[config.mk]
export PLATFORM = sky130hd
export DESIGN_NAME = bbr_cell
export DESIGN_NICKNAME = d
export VERILOG_FILES = /design/src/bbr_pkg.sv /design/src/bbr_cell.sv
export SDC_FILE = /design/constraint.sdc
export NUM_CORES = 1
export LEC_CHECK = 0
export BUFFER_PORTS_ARGS = -buffer_cell sky130_fd_sc_hd__buf_2
export CAP_MARGIN = 20
export CELL_PAD_IN_SITES_DETAIL_PLACEMENT = 0
export CELL_PAD_IN_SITES_GLOBAL_PLACEMENT = 1
export CORE_MARGIN = 2
export CORE_UTILIZATION = 42
export CTS_BUF_LIST = sky130_fd_sc_hd__clkbuf_2 sky130_fd_sc_hd__clkbuf_4 sky130_fd_sc_hd__clkbuf_8
export DETAILED_ROUTE_END_ITERATION = 16
export PLACE_DENSITY = 0.86
export SLEW_MARGIN = 40
export SYNTH_ARGS = -nofsm -noshare
export SYNTH_HDL_FRONTEND = slang
export SYNTH_SLANG_ARGS = --single-unit
export TNS_END_PERCENT = 5
[constraint.sdc]
create_clock -name clock -period 17 [get_ports clock]
set_input_delay 3.4 -clock clock [delete_from_list [all_inputs] [get_ports clock]]
set_output_delay 3.4 -clock clock [all_outputs]
set_load 0.01 [all_outputs]
[src/bbr_pkg.sv]
`timescale 1ns / 1ps
`default_nettype none

package bbr_pkg;

   localparam int MAX_WIDTH   = 1024;
   localparam int COL_W       = $clog2(MAX_WIDTH);
   localparam int CNT_W       = COL_W + 1;
   localparam int ROW_W       = 13;
   localparam int WIDTH_W     = 11;
   localparam int CHAN_W      = 8;
   localparam int NCHAN       = 4;
   localparam int COL_SUM_W   = 10;
   localparam int WIN_SUM_W   = 12;
   localparam int DIV9_MUL    = 3641;
   localparam int DIV9_SHIFT  = 15;
   localparam int PROD_W      = WIN_SUM_W + 12;
   localparam int CSR_INDEX_W = 4;
   localparam int CSR_DATA_W  = 16;

   typedef logic [CSR_INDEX_W-1:0] csr_index_type;
   typedef logic [WIDTH_W-1:0]     width_type;
   typedef logic [ROW_W-1:0]       row_type;
   typedef logic [ROW_W:0]         row_ext_type;
   typedef logic [COL_W-1:0]       col_type;
   typedef logic [CNT_W-1:0]       cnt_type;
   typedef logic [CHAN_W-1:0]      chan_type;
   typedef logic [COL_SUM_W-1:0]   col_acc_type;
   typedef logic [WIN_SUM_W-1:0]   win_acc_type;
   typedef logic [PROD_W-1:0]      prod_type;

   localparam csr_index_type CSR_IMAGE_WIDTH  = csr_index_type'(0);
   localparam csr_index_type CSR_IMAGE_HEIGHT = csr_index_type'(1);
   localparam width_type     RESET_WIDTH      = width_type'(640);
   localparam row_type       RESET_HEIGHT     = row_type'(480);

   // channel 0 is red, 3 is alpha
   typedef logic [NCHAN-1:0][CHAN_W-1:0]    pixel_type;
   // entry 0 is the upper row, 2 the newest row
   typedef pixel_type [2:0]                 column_type;
   typedef logic [NCHAN-1:0][COL_SUM_W-1:0] col_sum_type;
   typedef logic [NCHAN-1:0][WIN_SUM_W-1:0] win_sum_type;

   typedef struct packed {
      logic [7:0] in_red;
      logic [7:0] in_green;
      logic [7:0] in_blue;
      logic [7:0] in_alpha;
      logic       flush;
   } req_type;

   typedef struct packed {
      logic [7:0] out_red;
      logic [7:0] out_green;
      logic [7:0] out_blue;
      logic [7:0] out_alpha;
      logic       frame_last;
   } rsp_type;

   typedef struct packed {
      logic [2:0] row_ok;
      logic [2:0] col_ok;
      logic       last;
   } ctl_type;

endpackage

`default_nettype wire

[src/bbr_cell.sv]
`timescale 1ns / 1ps
`default_nettype none

module bbr_cell (
   input  wire logic                clock,
   input  wire logic                shift_en,
   input  wire bbr_pkg::column_type col_in,
   input  wire logic [2:0]          row_ok,
   output bbr_pkg::column_type      col_out,
   output bbr_pkg::col_sum_type     col_sum
);

   bbr_pkg::column_type col_ff;

   always_ff @(posedge clock) begin
      if (shift_en) begin
         col_ff <= col_in;
      end
   end

   assign col_out = col_ff;

   // per channel column sum, rows outside the image count as zero
   always_comb begin
      for (int ch = 0; ch < bbr_pkg::NCHAN; ch++) begin
         col_sum[ch] = '0;
         for (int r = 0; r < 3; r++) begin
            if (row_ok[r]) begin
               col_sum[ch] = col_sum[ch] + bbr_pkg::col_acc_type'(col_ff[r][ch]);
            end
         end
      end
   end

endmodule

`default_nettype wire

After elaboration in Yosys (flattened, before gate mapping)
Index checks and enable logic that the tools add are counted.
{ "op_classes": {"addsub": 8, "mux": 12} }
{ "op_table": {"columns": ["operator", "count"], "rows": [
  ["adder 10 x 8 -> 10 bit", 8],
  ["two-way mux 10 bit", 8],
  ["two-way mux 8 bit", 4]
]} }
{ "totals": {"reg_bits": 96, "out_inout_bits": 136, "elab_cells": 32} }

Logic depth before layout (Yosys ltp)
Gate-level depths: netlist of the first run.
{ "depth": {"ltp_word": 5, "depth_mapped": 18, "mapped_depth_nobuf": 16} }

Least setup slack after synthesis of the first run
No wires, ideal clock.
{ "synth_timing": {"kind": "input to output", "start": "input row_ok[0]", "end": "output col_sum[27] (netlist bit)", "arrival_ns": 6.760, "required_time_ns": 13.600, "slack_ns": 6.840, "path_stages": 18, "cell_sequence": "buf_6 -> clkbuf_1 -> and2_1 -> ha_1 -> inv_1 -> fa_1 -> nand3b_1 -> a32oi_1 -> xnor2_1 -> nor2_1 -> xnor2_1 -> ha_1 -> nand2_1 -> or3b_2 -> nand3_1 -> o21ai_0 -> mux2i_1 -> or3_1"} }
{ "synth_rtl": {"columns": ["element", "line", "text"], "rows": [
  ["from (decl)", "bbr_cell.sv:8", "input wire logic [2:0] row_ok,"],
  ["to (decl)", "bbr_cell.sv:10", "output bbr_pkg::col_sum_type col_sum"]
]} }

==> results by stage, run 1 <==
Outcome:
- The flow ran to the end, and the final reports show no timing, DRC or antenna violations.

Synthesis:
- During synthesis, Yosys emitted a total of 0 warnings.
- The synthesized netlist devotes 15.6% of its cell area to simple gates.
- The multiplexer area fraction after synthesis is 5.59%.
- In the synthesized netlist the dominant register cell turns out to be sky130_fd_sc_hd__edfxtp_1.
- Synthesis inferred 96 register bits.
- The count of flip-flops with a built-in enable after synthesis is 96.
- After synthesis, the netlist uses 50 different library cells.
- The synthesized instance count is 631.
- The post-synthesis adder-cell area fraction is 13.6%.
- Sequential elements use 43.0% of the synthesized area.
- In the synthesized netlist the async set-or-reset flop fraction comes to 0%.
- The average cell area after synthesis is 10.6 um2.
- The synthesized netlist devotes 13.0% of its cell area to compound gates.
- The combinational family with the most area after synthesis is simple AND/OR/NAND/NOR gates.
- The summed instance area of the synthesized netlist is 6710 um2.
- Of the total synthesized cell area, the portion taken by XOR and XNOR cells is 6.00%.
- The number of nets in the synthesized netlist is 800.

Route:
- In this run the remaining antenna-violating nets after routing total 0.
- The number of iterations in the first detailed-routing pass is 5.
- The DRC violation count after routing is 0.
- Dividing the detail-routed wire length by the instance count gives 15.4 um.
- For this block, the initial DRC count from the detailed router was 250.
- Summed over all layers, the routed wires come to 16.6 mm.
- In the routed layout, each cell is associated on average with a via count of 4.97.
- The routed layout has 5368 vias.

Global route:
- The largest net degree at the start of global routing is 59.
- The first global-routing pass estimated 25.3 mm of wire.
- The sum of overflow across all layers after global routing is 0.
- The via count of the first global-routing pass is 5167.
- The initial antenna violation count is 1.
- Global routing used 19.3% of the available tracks.

Worst setup path:
- The critical path contains buffers and inverters numbering 4 combined.
- STA puts the critical path data arrival time at 7.41 ns.
- The worst setup path is captured at a primary output.
- The family of cells with the greatest summed delay on the critical path is simple AND/OR/NAND/NOR gates.
- The largest fanout of any net on the critical path is 55.
- The critical path is of the in -> out type.
- Data on the critical path is required at its endpoint by 13.60 ns.
- The signal on the critical path passes through buf_2 > buf_4 > and2_1 > ha_1 > inv_1 > fa_1 > nand3b_1 > a32oi_1 > xnor2_1 > nor2_1 > xnor2_1 > ha_1 > nand2_1 > or3b_2 > nand3_1 > o21ai_0 > mux2i_1 > or3_1 > buf_2.
- The slowest stage of the critical path is the sky130_fd_sc_hd__or3b_2 cell.
- The startpoint class of the critical path is an input port.
- The largest single stage delay on the critical path is 0.46 ns.

Power and ir drop:
- The internal power is 0.480 mW.
- The largest voltage drop on the vdd net is 0.0491 mV.
- For this design the total switching power over the nets is 0.246 mW.
- The register share of total power is 41.1%.
- The leakage power summed over all cells is 3.76 nW.
- The share of power burned in the clock network is 21.1%.
- The switching share of power is 33.9%.
- The total power divided by cell area is 87.9 nW/um2.
- The combinational power share is 37.8%.
- The post-layout total power is 0.726 mW.

Final layout:
- The library cells used most frequently in the layout, excluding fill and tap cells, are sky130_fd_sc_hd__buf_2 (235), sky130_fd_sc_hd__edfxtp_1 (96), sky130_fd_sc_hd__nand2_1 (78).
- With fillers left out, the area of the finished cells amounts to 8260 um2.
- The area growth from synthesis to layout is 23.1%.
- The final-layout fill cell count is 1472.
- The register with the most flip-flops in the layout has 96 of them.
- The commonest non-fill, non-tap cell in the layout is sky130_fd_sc_hd__buf_2.
- The fraction of layout instances using a drive strength above 1 is 33.9%.
- The final design utilization is 52.4%.
- The net count of the finished layout is 1028.

Placement:
- The cell area after placement is 8070 um2.
- The placer congestion estimate is 0.800.
- The count of buffers added on input and output ports is 236.
- The HPWL after detailed placement is 12.8 mm.

Floorplanning:
- The die is 130 um tall.
- The die is 130 um wide.
- The die covers 17000 um2.
- The area of the core is 15800 um2.
- The starting density of the core is 42.6%.
- The count of boundary I/O pins is 237.
- The number of standard-cell rows in the floorplan is 46.

Clock tree:
- The clock tree synthesis step divided the H-tree into 3 levels.
- Hold repair after CTS inserted 0 buffers.
- The clock drives 96 sinks.
- After clock tree synthesis, the clock-pin slew on the worst setup and hold paths is 0.10 ns.
- The root buffer cell chosen for the clock tree is sky130_fd_sc_hd__clkbuf_8.
- In this run, post-CTS repair resized a total of 0 instances.
- The TritonCTS clock tree is done.
- In this run the deepest clock path goes through 2 buffers.
- After clock tree synthesis, the setup repair step added 0 buffers.
- Clock tree synthesis inserted a total of 9 buffers.

Timing:
- Headroom to the max-slew limit came out at 45.5%.
- Setup repair after global routing left no endpoint under its margin.
- The shortest clock period the worst path allows after layout is 10.81 ns.
- The post-route fraction of the period consumed by the critical path is 63.6%.
- The actual slew at the worst max-slew pin is 0.813 ns.
- Setup total negative slack on the finished layout was measured at 0 ns.
- Based on the critical path, the design can be clocked at up to 92.5 MHz.
- Setup violations remaining at the end of the flow were counted as 0.
- The final count of hold timing violations came to 0.
- The number of slew-limit violations in the final report was 0.

Run:
- Across the run, the number of max-cap violations was 0.

Worst hold path:
- The path category of the worst min-delay check is in -> reg.
==> per-layer routing <==
metal | GRT usage, % | part of all wire [%] | vias up
met4 | 4.69 | 1.2 | 0
met3 | 5.62 | 6.8 | 13
li1 | - | - | 2750
met2 | 32.2 | 47 | 161
met1 | 24.8 | 45 | 2444
met5 | 0 | 0 | -
==> final timing paths <==
| kind | from | slack [ns] | cells after the start | end |
|---|---|---|---|---|
| setup / recovery | row_ok[0] | 6.19 | 19 | col_sum[17] |
| hold / removal | col_in[1] | 3.19 | 1 | col_out[1]$_DFFE_PP_ |
==> cells by family after synthesis <==
family / count (synthesis)
XOR/XNOR: 46
flip-flops: 96
multiplexers: 35
AND/OR/NAND/NOR: 209
buffers and inverters: 47
AO/OA/AOI/OAI: 130
adder cells (fa/ha/maj): 68
==> final cells by class <==
class | count | area (um2) | area share, %
multi-input cells | 488 | 3610 | 43.7
flip-flops and latches | 96 | 2880 | 34.9
repair buffers | 240 | 1210 | 14.7
well taps | 216 | 270 | 3.27
clock buffers | 10 | 131 | 1.59
inverters | 24 | 90.1 | 1.09
clock inverters | 6 | 60.1 | 0.727
diodes | 1 | 2.50 | 0.0303
==> synth_stat cells (all sizes together) (6+ instances only) <==
cell type / n / area share [%]
mux2: 20 / 3.4
edfxtp: 96 / 43
xor2: 12 / 1.6
nand2: 78 / 4.4
nand2b: 11 / 1.0
and2: 18 / 1.7
a21oi: 31 / 2.4
nor2: 37 / 2.1
a21o: 11 / 1.2
nor2b: 8 / 0.75
nand3b: 12 / 1.3
ha: 60 / 11
and3: 9 / 0.99
o21ai: 29 / 2.2
o21a: 9 / 1.0
or2: 6 / 0.56
inv: 24 / 1.3
nand3: 9 / 0.67
o31ai: 7 / 1.0
xnor2: 34 / 4.4
o22ai: 8 / 0.75
clkbuf: 12 / 0.67
buf: 11 / 1.2
nor3: 8 / 0.60
mux2i: 15 / 2.2
fa: 8 / 2.4
==> power groups by stage <==
stage                     logic (mW)  registers, mW  clock network [mW]
after floorplan                0.182          0.308                   0
after global placement         0.273          0.304                   0
after detailed placement       0.276          0.304                   0
after CTS                      0.278          0.299               0.159
after global routing           0.310          0.302               0.164
final                          0.275          0.298               0.153
==> per-stage QoR <==
stage	std cells	hold WS [ns]	worst slack [ns]
floorplan	631	3.50	6.84
global placement	1064	3.58	6.29
detailed placement	1064	3.58	6.18
CTS	1080	3.16	6.17
global route	1080	3.17	5.87
finish	1081	3.19	6.19
No activity file was read; power rests on OpenSTA's default activity.
==> run 2: changes to the inputs <==
ABC_AREA = 1   (was default)
CORE_UTILIZATION = 34   (was 42)
PLACE_DENSITY = 0.76   (was 0.86)
clock period = 8.9 ns   (was 17 ns; I/O delays follow)
==> results by stage, run 2 <==
Route:
- For this run, design rule violations remaining after detail routing come to 0.
- The remaining number of nets flagged by the antenna check after routing is 0.
- The detailed route wirelength on metal3 is 864 um.
- The uppermost metal layer occupied by signal nets is met4.
- In the detailed route, the total length drawn on met2 is 8.46 mm.
- The routed metal-1 wirelength is 8.16 mm.
- The iteration-0 DRC count of the detailed router is 250.
- The average vias per placed instance is 4.57.
- The detailed router placed 6006 vias in this run.
- Wires add up to 17.8 mm.
- The detail-routed net length per standard cell is 13.6 um.
- The number of iterations in the first detailed-routing pass is 4.

Clock tree:
- Clock tree synthesis inserted a total of 9 buffers.
- Counting along the longest clock path gives a buffer depth of 2.
- The clock tree root driver cell is sky130_fd_sc_hd__clkbuf_8.
- CTS saw 96 sinks.
- The number of cells upsized or downsized after cts is 0.
- TritonCTS built the clock tree.
- The post-CTS setup-driven buffer insertion count is 0.
- The total of hold buffers inserted after clock tree synthesis is 0.
- Clock-pin slew was measured on the worst setup and hold paths at 0.11 ns.
- In this run the number of H-tree levels came out at 3.

Synthesis:
- The combinational family with the most area after synthesis is simple AND/OR/NAND/NOR gates.
- Summing the areas of all compound-gate instances in the mapped netlist gives 7.93% of the synthesized area.
- The fraction of the yosys area taken by sequential cells is 41.9%.
- The synthesized netlist occupies a cell area of 6880 um2.
- The portion of synthesized cell area occupied by the leading cell type is 41.9%.
- The cell count after synthesis came out at 804.
- The number of different library cells in the post-synthesis netlist is 43.
- By count the netlist is led by sky130_fd_sc_hd__nand2_1 (234), sky130_fd_sc_hd__inv_1 (103), sky130_fd_sc_hd__edfxtp_1 (96), sky130_fd_sc_hd__nand3_1 (81), sky130_fd_sc_hd__ha_1 (60).
- The count of flip-flops with a built-in enable after synthesis is 96.
- Counting flops with an async set or reset pin after synthesis yields a share of 0%.
- The main flop type after synthesis is sky130_fd_sc_hd__edfxtp_1.
- Among all cell types in the netlist, the one instantiated most often is sky130_fd_sc_hd__nand2_1.
- The fraction of the mapped netlist area in simple logic gates is 26.5%.
- The xor/xnor share of the synthesized area is 2.80%.
- Of the post-synthesis cell area, the part taken by muxes is 0.145%.
- The synthesized net count is 973.
- The average cell area after synthesis is 8.56 um2.
- The post-synthesis cell type with the largest combined area is sky130_fd_sc_hd__edfxtp_1.
- Yosys printed 0 warnings.
- Sorting the synthesized cells by area gives the leading types as sky130_fd_sc_hd__edfxtp_1 (42%), sky130_fd_sc_hd__nand2_1 (13%), sky130_fd_sc_hd__ha_1 (11%).
- Synthesis inferred 96 register bits.
- The synthesized netlist devotes 13.2% of its cell area to adder and majority cells.

Placement:
- The congestion estimate from routability-driven global placement came to 0.824.
- Detailed placement ended at an HPWL of 14.0 mm.
- OpenSTA, run right after detailed placement, puts the worst setup slack at 2.04 ns.
- The instance count after placement with tap cells included is 1296.
- The number of port buffers is 236.
- After detailed placement, the total cell area comes to 8340 um2.

Floorplanning:
- The number of standard-cell rows in the floorplan is 52.
- In this run the horizontal extent of the chip is 146 um.
- The die outline area is 21400 um2.
- The core region is 20000 um2.
- In this run the count of I/O pins placed on the die edge is 237.
- The die boundary height is 146 um.
- For this configuration, the core starts out at a cell density of 34.3%.

Power and ir drop:
- The share of power burned in the clock network is 22.4%.
- The combinational power share is 36.4%.
- Across the VDD grid, the largest voltage drop is 0.0843 mV.
- The switching share of power is 36.3%.
- The reported net switching power is 0.499 mW.
- Sequential cells burn 41.1% of the power.
- The leakage power summed over all cells is 4.46 nW.
- The total power divided by cell area is 161 nW/um2.
- The internal power is 0.874 mW.

Worst setup path:
- The critical path is of the in -> out type.
- For the worst setup path, the data arrival time is 5.04 ns.
- The startpoint class of the critical path is an input port.
- The endpoint kind of the worst setup timing path is a primary output.
- At the worst endpoint, the required time is 7.12 ns.
- The largest fanout of any net on the critical path is 36.

Final layout:
- The final standard cell area without fillers is 8550 um2.
- The finished layout holds 1314 standard cells, fillers aside.
- At the end of the flow, the number of nets in the layout was 1206.
- The library cells used most frequently in the layout, excluding fill and tap cells, are sky130_fd_sc_hd__nand2_1 (234), sky130_fd_sc_hd__buf_2 (234), sky130_fd_sc_hd__inv_1 (103).
- The fraction of layout instances using a drive strength above 1 is 28.6%.
- The register with the most flip-flops in the layout has 96 of them.
- The area added between synthesis and finish is 24.2%.

Timing:
- Static timing analysis puts the maximum clock frequency at 147 MHz.
- Setup repair after global routing left no endpoint under its margin.
- The number of endpoints failing setup at the final stage is 0.
- The worst slew margin relative to its limit is 51.4%.
- Setup slack on the critical path of the routed design comes to 2.08 ns.
- After layout, the worst path uses 76.6% of the clock period.
- For the pin with the worst max-slew slack, the measured transition is 0.728 ns.
- For the finished layout, the period the worst path requires is 6.82 ns.
- The final count of hold timing violations is 0.
- The final setup TNS is 0 ns.
- The number of slew-limit violations in the final report was 0.

Worst hold path:
- The tightest min-delay check is of the in -> reg type.
- The capture endpoint of the worst hold path is col_out[74]$_DFFE_PP_.
- Counting instances, the worst hold path has a depth of 1.
- The origin of the worst min-delay path is col_in[74].

Global route:
- The largest net degree at the start of global routing is 80.
- The initial antenna violation count is 2.
- The via count of the first global-routing pass is 5810.
- The first global-routing pass estimated 28.8 mm of wire.
- The sum of overflow across all layers after global routing is 0.
- Global routing consumed, over all layers together, 16.8% of the routing resources.

Run:
- The tool flagged a number of max-cap violations equal to 0.

Outcome:
- The run finished with clean final reports.
## run 2: cells by family (layout without fill, tap and decap cells)
logic type | Yosys count | count (layout)
and+or+nand+nor | 395 | 395
buffers and inverters | 127 | 365
DFF | 96 | 96
AOI/OAI and AO/OA | 95 | 95
adders and majority gates | 68 | 68
xor gates and xnor gates | 22 | 22
muxes | 1 | 1
other | 0 | 2
## run 2: stage by stage
stage / power, mW / utilization, % / hold slack (ns)
global placement: 1.08 / 41.6 / 1.96
floorplan: 0.908 / - / 1.88
CTS: 1.40 / 42.6 / 1.52
finish: 1.37 / 42.7 / 1.55
global route: 1.48 / 42.7 / 1.52
detailed placement: 1.08 / 41.6 / 1.96
## run 2: metal layers
layer	track usage (%)	up-vias
met5	0	-
met4	5.29	0
met3	3.81	19
met2	29.0	140
met1	21.0	2689
li1	-	3158
## run 2: critical path, cell delays in order
cell,delay (ns)
sky130_fd_sc_hd__buf_4,0.41
sky130_fd_sc_hd__nand2_1,0.13
sky130_fd_sc_hd__inv_1,0.08
sky130_fd_sc_hd__ha_1,0.16
sky130_fd_sc_hd__inv_1,0.06
sky130_fd_sc_hd__fa_1,0.39
sky130_fd_sc_hd__o21ai_0,0.21
sky130_fd_sc_hd__nand2_1,0.09
sky130_fd_sc_hd__nand2_1,0.10
sky130_fd_sc_hd__nand3_1,0.10
sky130_fd_sc_hd__nand3_1,0.08
sky130_fd_sc_hd__nand3_1,0.10
sky130_fd_sc_hd__and2_1,0.19
sky130_fd_sc_hd__ha_1,0.34
sky130_fd_sc_hd__nand2_1,0.08
sky130_fd_sc_hd__inv_1,0.05
sky130_fd_sc_hd__nand4_1,0.08
sky130_fd_sc_hd__nand3_1,0.13
sky130_fd_sc_hd__a21oi_1,0.15
sky130_fd_sc_hd__o21ai_0,0.12
sky130_fd_sc_hd__nand2_1,0.08
sky130_fd_sc_hd__buf_2,0.12
## run 2: power by group through the flow
| stage | clock network [mW] | logic, mW | registers [mW] |
|---|---|---|---|
| global placement | 0 | 0.500 | 0.576 |
| detailed placement | 0 | 0.505 | 0.576 |
| finish | 0.308 | 0.500 | 0.565 |
| global route | 0.337 | 0.573 | 0.570 |
| floorplan | 0 | 0.320 | 0.589 |
| CTS | 0.325 | 0.507 | 0.566 |
## run 2: how the worst max path moves through the flow
stage | startpoint | end | slack [ns] | depth (start not counted)
2_1_floorplan | row_ok[0] | col_sum[7] | 2.54 | 23
3_3_place_gp | row_ok[0] | col_sum[17] | 1.81 | 22
3_5_place_dp | row_ok[0] | col_sum[27] | 2.04 | 22
4_1_cts | row_ok[0] | col_sum[27] | 2.03 | 22
5_1_grt | row_ok[0] | col_sum[8] | 1.66 | 23
6_report | row_ok[0] | col_sum[27] | 2.08 | 22
## run 2: cell type report
type                            instances  area (um2)
Fill cell                            2077       11500
Multi-Input combinational cell        581        3490
Sequential cell                        96        2880
Timing Repair Buffer                  242        1230
Inverter                              107         402
Tap cell                              270         338
Clock buffer                            9         124
Clock inverter                          7        77.6
Antenna cell                            2        5.00
==> run 3: changes to the inputs <==
CORE_UTILIZATION = 38   (was 34)
PLACE_DENSITY = 0.81   (was 0.76)
clock period = 6.81 ns   (was 8.9 ns; I/O delays follow)
==> results by stage, run 3 (synthesized netlist as in run 2, its figures left out) <==
Worst setup path:
- The startpoint class of the critical path is an input port.
- STA puts the critical path data arrival time at 4.63 ns.
- The largest fanout of any net on the critical path is 14.
- STA puts the critical path data required time at 5.45 ns.
- STA classifies the critical path endpoint as a primary output.
- The critical path start-end classification is in -> out.

Route:
- The sum of routed wire length over all layers is 17.6 mm.
- The count of nets left with antenna violations once routing finished came out at 0.
- The routed via count is 5975.
- The DRC violation count after routing is 0.
- The average vias per placed instance is 4.69.
- After the first detailed-routing iteration, the DRC count stood at 285.
- The first TritonRoute pass finished after 4 iterations.
- After detailed routing, the average wire length per cell comes to 13.8 um.

Floorplanning:
- The core region is 17800 um2.
- The starting density of the core is 38.6%.
- The die boundary height is 139 um.
- The floorplan has 49 rows.
- For this design the top-level I/O count stands at 237.
- The die outline area is 19200 um2.
- The floorplan step set the die width to 139 um.

Clock tree:
- Gates resized during post-CTS repair numbered 0.
- The post-CTS setup-driven buffer insertion count is 0.
- After clock tree synthesis, the clock-pin slew on the worst setup and hold paths is 0.10 ns.
- The total clock sinks is 96.
- The number of clock buffers added by TritonCTS is 9.
- The H-tree was split into 3 levels.
- In this run, post-CTS hold repair placed 0 buffers.
- The clock tree root driver cell is sky130_fd_sc_hd__clkbuf_8.
- The clock passes through at most 2 buffers.
- The TritonCTS clock tree is done.

Placement:
- The instance count after placement with tap cells included is 1258.
- The placement-stage worst setup slack is 0.816 ns.
- Buffers placed on the I/O ports in this run total 236.
- The cell area after placement is 8310 um2.
- Detailed placement finished with a half-perimeter wire length of 14.0 mm.
- The placer congestion estimate is 0.813.

Final layout:
- The number of flip-flops in the largest register is 96.
- In the final layout, the share of cells above drive strength 1 is 28.9%.
- The finished cells cover 8490 um2.
- The post-route non-filler standard cell count is 1275.
- In the layout the commonest cells are sky130_fd_sc_hd__buf_2 (235), sky130_fd_sc_hd__nand2_1 (234), sky130_fd_sc_hd__inv_1 (103).
- In the final design database the tool counted 1209 nets.
- The final-layout fill cell count is 1786.
- The commonest non-fill, non-tap cell in the layout is sky130_fd_sc_hd__buf_2.
- Compared with the post-synthesis result, the final layout area differs by 23.4%.

Power and ir drop:
- The largest voltage drop on the vdd net is 0.115 mV.
- Summed over all cells, the static leakage comes to 4.45 nW.
- Power spread over the standard cell area amounts to 206 nW/um2.

Timing:
- Hold is met by 1.14 ns.
- Setup violations remaining at the end of the flow were counted as 0.
- Setup repair after global routing left no endpoint under its margin.
- Static timing analysis puts the maximum clock frequency at 167 MHz.
- The final count of hold timing violations came to 0.
- The final setup TNS is 0 ns.
- The worst path meets setup with 0.817 ns of slack.
- The post-route fraction of the period consumed by the critical path is 88.0%.
- After layout, the minimum clock period comes to 5.99 ns.
- The number of slew-limit violations in the final report came to 0.
- At the pin with the least slew margin, the transition time is 0.624 ns.
- The worst slew margin relative to its limit is 58.4%.

Global route:
- The initial antenna violation count came to 1.
- The global-route usage over all layers is 18.5%.
- The sum of overflow across all layers after global routing is 0.
- The largest net degree at the start of global routing is 66.
- The first global-routing pass estimated 28.5 mm of wire.
- The via count of the first global-routing pass is 5700.

Outcome:
- The run finished with clean final reports.

Run:
- The number of violations of the max-capacitance limit is 0.

Worst hold path:
- In this run the worst hold path is classified as in -> reg.
==> run 3: critical path, cell delays in order <==
cell and delay, ns:
sky130_fd_sc_hd__buf_2 0.29, sky130_fd_sc_hd__buf_4 0.24, sky130_fd_sc_hd__nand2_1 0.08, sky130_fd_sc_hd__inv_1 0.06
sky130_fd_sc_hd__ha_1 0.15, sky130_fd_sc_hd__inv_1 0.05, sky130_fd_sc_hd__fa_1 0.39, sky130_fd_sc_hd__o21ai_0 0.18
sky130_fd_sc_hd__nand2_1 0.06, sky130_fd_sc_hd__nand2_1 0.12, sky130_fd_sc_hd__xor2_1 0.17, sky130_fd_sc_hd__o21ai_1 0.10
sky130_fd_sc_hd__ha_1 0.37, sky130_fd_sc_hd__a21oi_1 0.21, sky130_fd_sc_hd__nor2_1 0.06, sky130_fd_sc_hd__a211oi_1 0.24
sky130_fd_sc_hd__nand2_1 0.08, sky130_fd_sc_hd__nand2_1 0.09, sky130_fd_sc_hd__nand3_1 0.07, sky130_fd_sc_hd__nand2_1 0.09
sky130_fd_sc_hd__buf_2 0.14
==> run 3: metal layers <==
metal  GRT usage (%)  vias up  part of all wire, %
met5               0        -                    0
met2            30.3      146                   48
li1                -     3151                    -
met1            24.5     2665                   46
met3            3.76       13                  5.4
met4            6.18        0                  1.4
==> run 3: cell type report <==
| class | instances | area [um2] | area share, % |
|---|---|---|---|
| clock inverter | 6 | 45.0 | 0.531 |
| inverter | 107 | 402 | 4.73 |
| multi-input combinational | 581 | 3490 | 41.1 |
| clock buffer | 10 | 131 | 1.55 |
| sequential | 96 | 2880 | 34.0 |
| timing repair buffer | 245 | 1250 | 14.8 |
| tap | 229 | 287 | 3.37 |
| antenna | 1 | 2.50 | 0.0295 |
==> run 3: final timing paths <==
path	from	to	slack [ns]	cells past startpoint
max	row_ok[0]	col_sum[17]	0.82	21
min	col_in[55]	col_out[55]$_DFFE_PP_	1.14	1
==> run 3: per-stage QoR <==
step	power [mW]	util, %
3_5_place_dp	1.41	46.6
3_3_place_gp	1.41	46.6
4_1_cts	1.77	47.6
5_1_grt	1.88	47.6
2_1_floorplan	1.19	-
6_report	1.75	47.6
==> run 3: report_power, final <==
part           switching, mW  internal [mW]  total, mW
sequential            0.0339          0.704      0.738
combinational          0.390          0.266      0.656
clock                  0.216          0.138      0.354
